<file path="config.mk">
export PLATFORM = sky130hd
export DESIGN_NAME = spu_adpcm_decoder_unit
export DESIGN_NICKNAME = d
export VERILOG_FILES = /design/src/hdl/spu_adpcm_pkg.sv /design/src/hdl/spu_adpcm_decoder_unit.sv
export SDC_FILE = /design/constraint.sdc
export NUM_CORES = 1
export LEC_CHECK = 0
export BUFFER_PORTS_ARGS = -buffer_cell sky130_fd_sc_hd__buf_2
export CORE_MARGIN = 4
export CORE_UTILIZATION = 30
export CTS_BUF_LIST = sky130_fd_sc_hd__clkbuf_8 sky130_fd_sc_hd__clkbuf_16
export DETAILED_ROUTE_END_ITERATION = 7
export GPL_TIMING_DRIVEN = 0
export PLACE_DENSITY = 0.51
export SYNTH_ARGS = -nofsm -noshare
export SYNTH_HDL_FRONTEND = slang
export SYNTH_SLANG_ARGS = --single-unit
export TNS_END_PERCENT = 10
</file>
<file path="constraint.sdc">
create_clock -name clk -period 17.14 [get_ports clk]
set_input_delay 0.857 -clock clk [delete_from_list [all_inputs] [get_ports clk]]
set_output_delay 0.857 -clock clk [all_outputs]
set_load 0.03 [all_outputs]
</file>
<file path="src/hdl/spu_adpcm_pkg.sv">
// ----------------------------------------------------------------------------
// SPU ADPCM decoder package
// Payload types, block layout constants and the per-nibble decode function.
// ----------------------------------------------------------------------------
package spu_adpcm_pkg;

	localparam logic [3:0] POS_HEADER = 4'd0;
	localparam logic [3:0] POS_FLAGS  = 4'd1;
	localparam logic [3:0] POS_LAST   = 4'd15;
	localparam logic [3:0] SHIFT_MAX  = 4'd12;
	localparam logic [3:0] FILTER_MAX = 4'd4;

	typedef struct packed {
		logic [7:0] data_byte;
		logic       voice_start;
	} adpcm_in_t;

	typedef struct packed {
		logic signed [15:0] sample_first;
		logic signed [15:0] sample_second;
		logic               block_last;
		logic               voice_end;
	} adpcm_out_t;

	function automatic logic signed [7:0] tap_a(input logic [2:0] filt);
		logic signed [7:0] c;
		unique case (filt)
			3'd1:    c = 8'sd60;
			3'd2:    c = 8'sd115;
			3'd3:    c = 8'sd98;
			3'd4:    c = 8'sd122;
			default: c = 8'sd0;
		endcase
		return c;
	endfunction

	function automatic logic signed [7:0] tap_b(input logic [2:0] filt);
		logic signed [7:0] c;
		unique case (filt)
			3'd2:    c = -8'sd52;
			3'd3:    c = -8'sd55;
			3'd4:    c = -8'sd60;
			default: c = 8'sd0;
		endcase
		return c;
	endfunction

	// One sample: shifted nibble plus two-tap prediction / 64 (toward zero), clamped.
	function automatic logic signed [15:0] decode_sample(
		input logic [3:0]         nib,
		input logic [3:0]         shift,
		input logic [2:0]         filt,
		input logic signed [15:0] h1,
		input logic signed [15:0] h2
	);
		logic signed [15:0] base;
		logic signed [7:0]  ca;
		logic signed [7:0]  cb;
		logic signed [23:0] pa;
		logic signed [23:0] pb;
		logic signed [24:0] psum;
		logic signed [24:0] padj;
		logic signed [18:0] pred;
		logic signed [19:0] tot;
		logic signed [15:0] res;
		base = $signed({nib, 12'h000}) >>> shift;
		ca   = tap_a(filt);
		cb   = tap_b(filt);
		pa   = $signed({{16{ca[7]}}, ca}) * $signed({{8{h1[15]}}, h1});
		pb   = $signed({{16{cb[7]}}, cb}) * $signed({{8{h2[15]}}, h2});
		psum = $signed({pa[23], pa}) + $signed({pb[23], pb});
		// bias negatives so the shift truncates toward zero
		padj = psum[24] ? (psum + 25'sd63) : psum;
		pred = $signed(padj[24:6]);
		tot  = $signed({{4{base[15]}}, base}) + $signed({pred[18], pred});
		if (tot > 20'sd32767) begin
			res = 16'sh7FFF;
		end else if (tot < -20'sd32768) begin
			res = 16'sh8000;
		end else begin
			res = tot[15:0];
		end
		return res;
	endfunction

endpackage

</file>
<file path="src/hdl/spu_adpcm_decoder_unit.sv">
// ----------------------------------------------------------------------------
// SPU ADPCM decoder unit
// Takes an ADPCM stream one byte per transfer and emits one sample pair for
// each data byte of a 16-byte block.
// ----------------------------------------------------------------------------
// Each input transfer passes an input register and then a result register.
// Throughput: one byte per cycle while the output is not stalled; the two-sample predictor chain is combinational.
// Header and flag bytes, and bytes after a finished voice, give no result.
// Reset clears history, block position, block settings and the done flag.
module spu_adpcm_decoder_unit
	import spu_adpcm_pkg::*;
(
	input  logic       clk,
	input  logic       arst_n,
	input  logic       in_valid,
	output logic       in_ready,
	input  adpcm_in_t  in_data,
	output logic       out_valid,
	input  logic       out_ready,
	output adpcm_out_t out_data
);

	logic               valid_s1;
	adpcm_in_t          in_s1;
	logic               out_valid_q;
	adpcm_out_t         out_q;

	logic signed [15:0] h1_q, h2_q;
	logic [3:0]         pos_q;
	logic [3:0]         shift_q;
	logic [2:0]         filt_q;
	logic               endf_q;
	logic               done_q;

	logic signed [15:0] h1_e, h2_e;
	logic [3:0]         pos_e;
	logic               done_e;
	logic               produces;
	logic               advance;
	logic signed [15:0] s0, s1;
	logic               last;

	logic signed [15:0] h1_d, h2_d;
	logic [3:0]         pos_d;
	logic [3:0]         shift_d;
	logic [2:0]         filt_d;
	logic               endf_d;
	logic               done_d;

	// voice start clears history, position and done before the byte is used
	always_comb begin
		h1_e   = in_s1.voice_start ? 16'sd0 : h1_q;
		h2_e   = in_s1.voice_start ? 16'sd0 : h2_q;
		pos_e  = in_s1.voice_start ? POS_HEADER : pos_q;
		done_e = in_s1.voice_start ? 1'b0 : done_q;
	end

	assign produces = !done_e && (pos_e != POS_HEADER) && (pos_e != POS_FLAGS);
	assign advance  = valid_s1 && (!produces || !out_valid_q || out_ready);
	assign in_ready = !valid_s1 || advance;

	assign s0   = decode_sample(in_s1.data_byte[3:0], shift_q, filt_q, h1_e, h2_e);
	assign s1   = decode_sample(in_s1.data_byte[7:4], shift_q, filt_q, s0, h1_e);
	assign last = (pos_e == POS_LAST);

	always_comb begin
		h1_d    = h1_e;
		h2_d    = h2_e;
		pos_d   = pos_e;
		shift_d = shift_q;
		filt_d  = filt_q;
		endf_d  = endf_q;
		done_d  = done_e;
		if (!done_e) begin
			priority if (pos_e == POS_HEADER) begin
				shift_d = (in_s1.data_byte[3:0] > SHIFT_MAX) ? SHIFT_MAX
					: in_s1.data_byte[3:0];
				filt_d  = (in_s1.data_byte[7:4] > FILTER_MAX) ? 3'd0
					: in_s1.data_byte[6:4];
				pos_d   = POS_FLAGS;
			end else if (pos_e == POS_FLAGS) begin
				endf_d = in_s1.data_byte[0];
				pos_d  = pos_e + 4'd1;
			end else begin
				h1_d   = s1;
				h2_d   = s0;
				pos_d  = last ? POS_HEADER : pos_e + 4'd1;
				done_d = last && endf_q;
			end
		end
	end

	always_ff @(posedge clk or negedge arst_n) begin
		if (!arst_n) begin
			valid_s1 <= 1'b0;
		end else if (in_ready) begin
			valid_s1 <= in_valid;
		end
	end

	always_ff @(posedge clk) begin
		if (in_ready && in_valid) begin
			in_s1 <= in_data;
		end
	end

	always_ff @(posedge clk or negedge arst_n) begin
		if (!arst_n) begin
			h1_q    <= 16'sd0;
			h2_q    <= 16'sd0;
			pos_q   <= POS_HEADER;
			shift_q <= 4'd0;
			filt_q  <= 3'd0;
			endf_q  <= 1'b0;
			done_q  <= 1'b0;
		end else if (advance) begin
			h1_q    <= h1_d;
			h2_q    <= h2_d;
			pos_q   <= pos_d;
			shift_q <= shift_d;
			filt_q  <= filt_d;
			endf_q  <= endf_d;
			done_q  <= done_d;
		end
	end

	always_ff @(posedge clk or negedge arst_n) begin
		if (!arst_n) begin
			out_valid_q <= 1'b0;
		end else if (advance && produces) begin
			out_valid_q <= 1'b1;
		end else if (out_ready) begin
			out_valid_q <= 1'b0;
		end
	end

	always_ff @(posedge clk) begin
		if (advance && produces) begin
			out_q.sample_first  <= s0;
			out_q.sample_second <= s1;
			out_q.block_last    <= last;
			out_q.voice_end     <= last && endf_q;
		end
	end

	assign out_valid = out_valid_q;
	assign out_data  = out_q;

	a_end_is_last: assert property (@(posedge clk) disable iff (!arst_n)
		out_valid_q |-> (!out_q.voice_end || out_q.block_last))
		else $error("voice_end without block_last");

	a_result_pos: assert property (@(posedge clk) disable iff (!arst_n)
		(advance && produces) |-> (pos_e != POS_HEADER && pos_e != POS_FLAGS))
		else $error("result produced from header or flag byte");

	a_done_after_end: assert property (@(posedge clk) disable iff (!arst_n)
		(advance && produces && last && endf_q) |=> done_q)
		else $error("voice not marked done after end block");

	a_stage_hold: assert property (@(posedge clk) disable iff (!arst_n)
		(valid_s1 && !advance) |=> (valid_s1 && $stable(in_s1)))
		else $error("stalled input stage changed");

	a_no_overwrite: assert property (@(posedge clk) disable iff (!arst_n)
		(out_valid_q && !out_ready) |-> !(advance && produces))
		else $error("result register overwritten while held");

endmodule

</file>
### Yosys cells after proc, flatten, opt, wreduce, memory -nomap -nowiden

Index checks and enable logic that the tools add are counted.
W data, S select, Z words.

| storage, ports and cells | value |
|---|---|
| register bits | 90 |
| bits in read-only memories | 0 |
| input bits | 13 |
| logic and storage cells | 90 |
| memories kept | 0 |
| bits in latches | 0 |
| bits in writable memories | 0 |

| cells by class | value |
|---|---|
| shift operators | 2 |
| $lt $le $gt $ge | 6 |
| equality and inequality tests | 7 |
| $mul | 4 |
| reduce and logical (&&, ||, !) cells | 18 |
| divide/modulo/power cells | 0 |
| $add $sub $neg | 7 |
| muxes and demuxes | 29 |
| bitwise logic cells | 2 |

Operators by type and width:

| operator | count |
|---|---|
| $mux W16 | 12 |
| $mul A8 B16 Y24 | 4 |
| $add A24 B24 Y25 | 2 |
| $add A25 B7 Y25 const B | 2 |
| $mux W25 | 2 |
| $add A16 B19 Y20 | 2 |
| $gt A20 B16 Y1 const B | 2 |
| $lt A20 B16 Y1 const B | 2 |
| $sshr A16 B4 Y16 | 2 |
| $pmux W7 S4 | 1 |
| $mux W4 | 6 |
| $pmux W8 S3 | 1 |
| $eq A3 B2 Y1 const B | 2 |
| $logic_and A1 B1 Y1 | 6 |
| $mux W1 | 6 |
| $add A4 B1 Y4 const B | 1 |
| $eq A4 B1 Y1 const B | 1 |
| $eq A4 B4 Y1 const B | 1 |
| $gt A4 B3 Y1 const B | 1 |
| $gt A4 B4 Y1 const B | 1 |
| $logic_not A1 Y1 | 4 |
| $logic_not A4 Y1 | 1 |
| $ne A4 B1 Y1 const B | 1 |
| $reduce_and A4 Y1 | 1 |
| 8 further kinds | 11 |

### Depth between registers and ports, before layout

Gate-level depths: netlist (run 1).

| depth | value |
|---|---|
| word-level depth | 21 |
| mapped depth | 80 |
| mapped depth without buffers | 73 |

### Worst setup path after synthesis (run 1)

OpenSTA, ideal clock, no wires.

| path | value |
|---|---|
| path type | register to register |
| start | register filt_q[0] |
| end | register h1_q[10] |
| data arrival time | 17.589 ns |
| cell stages (with the launch flop) | 66 |
| slack | -0.565 ns |
| required time | 17.024 ns |
| path through | dfrtp_1 clkbuf_1 inv_1 nor3_1 nor2_1 clkbuf_1 nor2_1 fa_1 inv_1 fa_1 fa_1 fa_1 inv_1 fa_1 inv_1 fa_1 inv_1 ha_1 (+30 left out) ha_1 a2111oi_0 o21ai_1 a21boi_0 xnor2_1 nand4_1 or4_1 nor3_1 mux2i_1 xnor2_1 ha_1 nand3_1 o311a_1 o31ai_2 xnor2_1 o41a_1 clkbuf_1 o311ai_0 |

| on the way | value |
|---|---|
| cells in the longest elaborated chain, start to end | 21 |

RTL lines:

| what | line | source |
|---|---|---|
| start: declaration | spu_adpcm_decoder_unit.sv:31 | `logic [2:0] filt_q;` |
| start signal: assignment | spu_adpcm_decoder_unit.sv:121 | `filt_q <= filt_d;` |
| $eq A3 B3 Y1 (tied with other cells) | spu_adpcm_pkg.sv:27, spu_adpcm_pkg.sv:39 |  |
| $pmux W7 S4 / $pmux W8 S3 (equally long branches) | spu_adpcm_pkg.sv:27, spu_adpcm_pkg.sv:39 |  |
| $mul A8 B16 Y24, on equally long branches | spu_adpcm_pkg.sv:69, spu_adpcm_pkg.sv:70 |  |
| $add A24 B24 Y25 | spu_adpcm_pkg.sv:71 | `psum = $signed({pa[23], pa}) + $signed({pb[23], pb});` |
| $add A25 B7 Y25 | spu_adpcm_pkg.sv:73 | `padj = psum[24] ? (psum + 25'sd63) : psum;` |
| $mux W25 | spu_adpcm_pkg.sv:73 |  |
| $add A16 B19 Y20 | spu_adpcm_pkg.sv:75 | `tot = $signed({{4{base[15]}}, base}) + $signed({pred[18], pred});` |
| $lt A20 B16 Y1 | spu_adpcm_pkg.sv:78 | `end else if (tot < -20'sd32768) begin` |
| (+5 left out) | -- |  |
| $mux W25 (*) | spu_adpcm_pkg.sv:73 |  |
| $add A16 B19 Y20 (*) | spu_adpcm_pkg.sv:75 |  |
| $lt A20 B16 Y1 | spu_adpcm_pkg.sv:78 |  |
| $mux W16 | spu_adpcm_pkg.sv:78 |  |
| $mux W16 (*) | spu_adpcm_pkg.sv:76 | `if (tot > 20'sd32767) begin` |
| $mux W16 (*) | spu_adpcm_decoder_unit.sv:81 | `end else if (pos_e == POS_FLAGS) begin` |
| $mux W16 (*) | spu_adpcm_decoder_unit.sv:75 | `priority if (pos_e == POS_HEADER) begin` |
| $mux W16 (*) | spu_adpcm_decoder_unit.sv:74 | `if (!done_e) begin` |
| end signal: assignment | spu_adpcm_decoder_unit.sv:109 | `h1_q <= 16'sd0;` |
| end signal: assignment | spu_adpcm_decoder_unit.sv:117 | `h1_q <= h1_d;` |
| end: declaration | spu_adpcm_decoder_unit.sv:28 | `logic signed [15:0] h1_q, h2_q;` |

Mark *: on every way between the ends. The rest lies on a longest branch, timed or not.
A chain may end at the register's enable or synchronous reset.

### Worst setup path after layout (run 1)

| path | value |
|---|---|
| start | register filt_q[0] |
| end | register out_q, in the netlist out_data[4] (data pin) |

| on the way | value |
|---|---|
| cells in the longest elaborated chain, start to end | 18 |

RTL lines:

| what | line | source |
|---|---|---|
| $eq A3 B3 Y1 (tied with other cells) | spu_adpcm_pkg.sv:27, spu_adpcm_pkg.sv:39 |  |
| $pmux W7 S4 / $pmux W8 S3 (equally long branches) | spu_adpcm_pkg.sv:27, spu_adpcm_pkg.sv:39 |  |
| $mul A8 B16 Y24, on equally long branches | spu_adpcm_pkg.sv:69, spu_adpcm_pkg.sv:70 |  |
| $add A24 B24 Y25 (*) | spu_adpcm_pkg.sv:71 |  |
| $add A25 B7 Y25 | spu_adpcm_pkg.sv:73 |  |
| $mux W25 (*) | spu_adpcm_pkg.sv:73 |  |
| $add A16 B19 Y20 (*) | spu_adpcm_pkg.sv:75 |  |
| $lt A20 B16 Y1 | spu_adpcm_pkg.sv:78 |  |
| (+2 left out) | -- |  |
| via s0[2] | spu_adpcm_decoder_unit.sv:40 | `logic signed [15:0] s0, s1;` |
| (+1 left out) | -- |  |
| $add A24 B24 Y25 (*) | spu_adpcm_pkg.sv:71 |  |
| $add A25 B7 Y25 | spu_adpcm_pkg.sv:73 |  |
| $mux W25 (*) | spu_adpcm_pkg.sv:73 |  |
| $add A16 B19 Y20 (*) | spu_adpcm_pkg.sv:75 |  |
| $lt A20 B16 Y1 | spu_adpcm_pkg.sv:78 |  |
| $mux W16 | spu_adpcm_pkg.sv:78 |  |
| $mux W16 (*) | spu_adpcm_pkg.sv:76 |  |
| via s1[2] | spu_adpcm_decoder_unit.sv:40 |  |
| end: declaration | spu_adpcm_decoder_unit.sv:26 | `adpcm_out_t out_q;` |

Mark *: on every way through the listed nets, which the timed path passes. The rest lies on a longest branch.

==> results of run 1 <==
layer usage:
metal / track usage / part of all wire
met5: 0 / 0
met4: 0.03630 / 0.022
met3: 0.03698 / 0.080
met2: 0.2969 / 0.45
met1: 0.2663 / 0.45
worst max-delay path: cells and delay by family, from the launching register on:
family	cells	cell delay (ns)
adder cells (fa/ha/maj)	17	7.28
AND/OR/NAND/NOR	14	2.65
AO/OA/AOI/OAI	16	3.21
multiplexers	1	0.27
buffers and inverters	25	3.08
flip-flops	1	0.42
XOR/XNOR	4	0.81
Yosys cell counts (4+ instances only):
| master | number | share of area |
|---|---|---|
| a211o_1 | 17 | 0.0065 |
| a211oi_1 | 12 | 0.0040 |
| a21o_1 | 25 | 0.0083 |
| a21oi_1 | 102 | 0.022 |
| a22o_1 | 11 | 0.0042 |
| a31oi_1 | 7 | 0.0019 |
| and2_1 | 19 | 0.0052 |
| and3_1 | 12 | 0.0033 |
| buf_1 | 5 | 0.00083 |
| clkbuf_1 | 81 | 0.013 |
| dfrtp_1 | 47 | 0.052 |
| edfxtp_1 | 43 | 0.057 |
| fa_1 | 366 | 0.32 |
| ha_1 | 253 | 0.14 |
| inv_1 | 570 | 0.094 |
| mux2_2 | 7 | 0.0035 |
| mux2i_1 | 15 | 0.0066 |
| nand2_1 | 156 | 0.026 |
| nand2b_1 | 21 | 0.0058 |
| nand3_1 | 27 | 0.0059 |
| nand4_1 | 10 | 0.0028 |
| nor2_1 | 337 | 0.056 |
| nor2b_1 | 23 | 0.0063 |
| nor3_1 | 69 | 0.015 |
| nor3b_1 | 5 | 0.0017 |
| nor4_1 | 6 | 0.0017 |
| o211ai_1 | 17 | 0.0056 |
| o21a_1 | 28 | 0.0092 |
| o21ai_0 | 94 | 0.021 |
| o21bai_1 | 13 | 0.0043 |
| o22ai_1 | 4 | 0.0011 |
| o311ai_0 | 16 | 0.0062 |
| o31a_1 | 4 | 0.0015 |
| o31ai_1 | 5 | 0.0017 |
| or2_2 | 8 | 0.0022 |
| or3_1 | 12 | 0.0033 |
| xnor2_1 | 81 | 0.031 |
| xor2_1 | 35 | 0.013 |
cell type report:
type / instances / area share
flip-flops and latches: 90 / 0.08747
well taps: 969 / 0.04294
multi-input cells: 1892 / 0.6949
repair buffers: 239 / 0.06518
clock inverters: 7 / 0.002127
inverters: 572 / 0.07639
plain buffers: 76 / 0.02304
clock buffers: 9 / 0.007976
flip-flops by register name, summed over array words and instances, names as in the netlist:
register   count
out_valid      1
shift_q        4
valid_s1       1
endf_q         1
done_q         1
in_s1          9
h2_q          16
filt_q         3
h1_q          16
pos_q          4
out_data      34
cell families (layout without fill, tap and decap cells):
logic type | count (synthesis) | count (layout)
and+or+nand+nor | 730 | 730
xor gates and xnor gates | 117 | 117
AOI/OAI and AO/OA | 404 | 404
DFF | 90 | 90
adders and majority gates | 619 | 619
buffers and inverters | 661 | 903
muxes | 22 | 22
worst max path at each step:
| stage | startpoint | to | slack, ns | cells past startpoint |
|---|---|---|---|---|
| after global routing | filt_q[0] | out_data[4] | -1.49 | 76 |
| final | filt_q[0] | out_data[4] | -0.87 | 77 |
| after CTS | filt_q[0] | h1_q[13] | -0.57 | 74 |
| after global placement | filt_q[1] | out_data[12] | -4.30 | 68 |
| after floorplan | filt_q[0] | h1_q[10] | 0.05 | 68 |
| after detailed placement | filt_q[1] | out_data[10] | -4.27 | 68 |
timing repair:
action,in CTS,in global routing
setup endpoints to repair,32,32
gates cloned,3,1
pin swaps,134,64
setup buffers,160,28
gates resized for setup,431,103
through the flow:
step / utilization / setup WS [ns] / setup TNS [ns] / cell area, um^2
detailed placement: 0.3242 / -4.266 / -131.74 / 24260
global route: 0.3774 / -1.493 / -44.86 / 28240
global placement: 0.3242 / -4.296 / -132.57 / 24260
finish: 0.3774 / -0.8710 / -24.61 / 28240
floorplan: - / 0.04863 / 0 / 22810
CTS: 0.3682 / -0.5744 / -15.54 / 27550
==> summary.txt, run 1 <==
Synth
  – Post-synthesis mux area share: 0.01007
  – Synth Area in XOR/XNOR: 0.04540
  – Synth cell types: slightly below 90
  – Avg Synthesized Cell Area: 8.602 um^2
  – Simple-gate portion of the synthesized area: 0.1452
  – Syn Nets: approximately 3300
  – Synth Area in Compound Gates: 0.1196
  – FFs w/ async S/R, synth: 0.5222
  – EDFF count, synth: 43
  – Adder-Cell Fraction of Synth Area: 0.4615
  – Mapped cell area: approximately 23000 um^2
  – Flops & latches, synth: 90
  – Ys flop type: dfrtp_1
  – Largest family of logic cells by synthesized area: adder cells
  – Synth warn: 0
  – Synth Instances: between 2000 and 3000
  – Sequential-to-total area share from yosys stat: 0.1085

Timing
  – Hold Worst Slack: roughly 0.52 ns
  – Finish-stage setup viols: 32
  – Fin. max-slew vios: 0
  – RSZ-0062 raised after global routing: true
  – Slew HR: 0.2372
  – Worst clock skew: about 0.0096 ns
  – Final setup margin: -0.8710 ns
  – Worst-margin pin slew: around 1.1 ns
  – Final min period: between 15 and 20 ns
  – Fmax: about 56 MHz
  – Final period util: 1.051
  – Final hold violation count: 0

Clocking
  – H-tree depth: 3
  – Clock Pin Slew Worst Setup and Hold Paths: about 0.070 ns
  – Clock Latency Late Sink: 0.35 ns
  – CTS tree: done
  – Hold-fix buffers at CTS: 0
  – Clock buffers created by TritonCTS: 9
  – Clock Tree Buf Depth: 2
  – Root Buffer Master: clkbuf_16
  – CTS Sinks: 90

Worst hold path
  – Worst Hold Launch: endf_q
  – Hold EP: endf_q
  – Hold Crit Class: register to register
  – WHS Path Cells: 1

Placed design
  – Dpl cells: ~3700
  – Count of input and output buffers: 48
  – Routability cong.: ~0.93
  – Hpwl dp: slightly above 60 mm

Floorplanning
  – Row cnt: 100
  – Initial Utilization: 0.3039
  – Total core area: approximately 75000 um^2
  – Die area: about 80000 um^2
  – Width of the die: between 200 and 300 um
  – IO Pins: slightly below 50
  – Die Span Y: roughly 280 um

Finish
  – Final-stage net count: between 3000 and 4000
  – Commonest non-fill, non-tap cell in the layout: inv_1
  – Post-Layout Cell Count: between 3000 and 4000
  – Filler cell count: 7647
  – Most frequent cells in the layout: inv_1 (557), fa_1 (360), nor2_1 (284), ha_1 (214), buf_4 (167)
  – Ant. Diodes: 0
  – Area of the multi-input gates: a little under 20000 um^2
  – Area delta synth->final: 24.20%
  – Fraction of layout cells with a size suffix above 1: 0.2128
  – Register area: approximately 2500 um^2

Critical path
  – Slowest cell on the critical path: fa_1
  – CP Class: register to register
  – Worst Reg-to-Reg Cells: 77
  – Max stage delay on crit path: 0.54 ns
  – Critical Path AT: about 18 ns
  – Crit path launch type: register
  – CP endpoint kind: register
  – Req. time, crit path: between 15 and 20 ns
  – Worst-path maximum fanout: 10
  – R2R Setup Slk: -0.87 ns
  – Most used cell, CP: fa_1
  – Critical R2R Launch: filt_q[0]
  – RR Endpoint: out_data[4]

Outcome
  – Failing checks: negative setup slack
  – Status: finished with violations

Detailed routing
  – Post-DR wirelength/cell: ~20 um
  – 1st-pass router iterations: 5
  – DR vias: between 15000 and 20000
  – DR vias/cell: between 5 and 6
  – DRT Wirelength: between 70 and 80 mm
  – DRC Markers: 0
  – Antenna viol nets, final: 0
  – Iter 0 DRT Violations: ~1400

GRT
  – Initial antenna violation count: 0
  – Pin count of the biggest net entering global routing: 48
  – First-pass GRT wire length: 117.1 mm
  – Vias in the first global route: 20020
  – Grt ovf: 0
  – GRT Overall Usage: 0.1870

Job
  – MaxCap Viol Count: 0
Power of run 1 is not shown: default switching activity piles up to over one toggle a cycle in this logic, so the estimate is an artifact.
==> run 2: changes to the inputs <==
Settings changed: PLACE_DENSITY 0.51 to 0.49.
Clock period 17.14 ns to 23 ns, I/O delays scaled along.
==> summary.txt, run 2 (same netlist as run 1, synthesis figures left out) <==
Timing
  – Finish-stage setup viols: 0
  – Final period util: 0.9470
  – Fmax: 45.91 MHz
  – Worst clock skew: roughly 0.017 ns
  – Final setup margin: 1.220 ns
  – RSZ-0062 raised after global routing: false
  – Fin. max-slew vios: 0
  – Worst-margin pin slew: about 1.2 ns
  – Total negative setup slack: 0 ns
  – Final hold violation count: 0
  – Slew HR: 0.2312
  – Final min period: ~22 ns

Floorplanning
  – Width of the die: about 280 um
  – IO Pins: 49
  – Total core area: between 70000 and 80000 um^2
  – Initial Utilization: 0.3039
  – Die area: around 80000 um^2
  – Row cnt: 100
  – Die Span Y: roughly 280 um

Detailed routing
  – Antenna viol nets, final: 0
  – Met2 wire length: about 32 mm
  – WL met3: about 5 mm
  – DR vias: between 15000 and 20000
  – DR vias/cell: between 5 and 6
  – DRC Markers: 0
  – Met1 Wirelength: approximately 34 mm
  – 1st-pass router iterations: 6
  – Iter 0 DRT Violations: 1347
  – DRT Wirelength: just over 70 mm
  – Post-DR wirelength/cell: 19.76 um
  – DR top layer: met5

Critical path
  – Worst-path maximum fanout: 10
  – CP endpoint kind: register
  – Most used cell, CP: fa_1
  – Crit path launch type: register
  – Buffer and inverter count on the worst path: 14
  – CP Class: register to register
  – Critical Path AT: about 22 ns
  – Req. time, crit path: 23.06 ns
  – Max stage delay on crit path: about 0.65 ns
  – CP top delay family: adder cells
  – Slowest cell on the critical path: or4_1

Worst hold path
  – Hold Crit Class: register to register

Placed design
  – Dpl cells: ~3700
  – Count of input and output buffers: between 40 and 50
  – Routability cong.: slightly above 0.9
  – Hpwl dp: around 62 mm
  – Worst slack at placement: between 0.6 and 0.7 ns

Finish
  – Most frequent cells in the layout: inv_1 (570), fa_1 (366), nor2_1 (335), ha_1 (253), nand2_1 (156)
  – Max FFs per register: 34
  – Area delta synth->final: 8.156%
  – Fraction of layout cells with a size suffix above 1: 0.04359
  – Final-stage net count: approximately 3300
  – Post-Layout Cell Count: between 3000 and 4000
  – Utilization after layout: 0.3286
  – Commonest non-fill, non-tap cell in the layout: inv_1

Clocking
  – CTS tree: done
  – Hold-fix buffers at CTS: 0
  – H-tree depth: 3
  – CTS Sinks: 90
  – Post-CTS Resized: 0
  – Clock buffers created by TritonCTS: 9
  – Clock Tree Buf Depth: 2
  – Post-CTS setup buffer count: 0
  – Root Buffer Master: clkbuf_16
  – Clock Latency Late Sink: between 0.3 and 0.4 ns
  – Clock Pin Slew Worst Setup and Hold Paths: 0.07 ns

GRT
  – Pin count of the biggest net entering global routing: 48
  – Vias in the first global route: 18830
  – First-pass GRT wire length: ~110 mm
  – Grt ovf: 0
  – Initial antenna violation count: 1
  – GRT Overall Usage: 0.1802

Job
  – MaxCap Viol Count: 0

Outcome
  – Status: finished clean
[run 2: worst reg2reg max path: cells and delay by family, from the launching register on]
kind | cells | cell delay (ns)
AOI/OAI and AO/OA | 18 | 5.76
xor gates and xnor gates | 2 | 0.56
DFF | 1 | 0.57
and+or+nand+nor | 16 | 4.50
buffers and inverters | 14 | 2.58
adders and majority gates | 17 | 7.57
[run 2: layout make-up]
class	instances	area, um^2
fill	8089	50230
multi-input combinational	1892	17840
buffer	88	352.8
sequential	90	2467
clock inverter	7	75.07
antenna	1	2.502
timing repair buffer	49	267.8
inverter	572	2147
clock buffer	9	225.2
tap	969	1212
[run 2: path summary, 6_finish.rpt]
kind / start / end / slack, ns / cells past startpoint
min in group asynchronous: arst_n / h1_q[4] / 1.03 / 1
max reg2reg: filt_q[2] / out_data[11] / 1.22 / 67
max in group asynchronous: arst_n / h1_q[10] / 21.27 / 1
min reg2reg: endf_q / endf_q / 0.52 / 1
max: filt_q[2] / out_data[11] / 1.22 / 67
min: endf_q / endf_q / 0.52 / 1
[run 2: through the flow]
stage          hold slack [ns]  instance area, um^2
2_1_floorplan           0.4502                22740
3_3_place_gp            0.4963                24190
3_5_place_dp            0.5123                24220
4_1_cts                 0.5265                24520
5_1_grt                 0.5434                24590
6_report                0.5220                24590
[run 2: metal layers]
metal,up-vias,track usage
li1,8566,-
met1,9312,0.2605
met2,538,0.2861
met3,70,0.03135
met4,2,0.03214
met5,-,0
Power of run 2 is left out for the same reason.
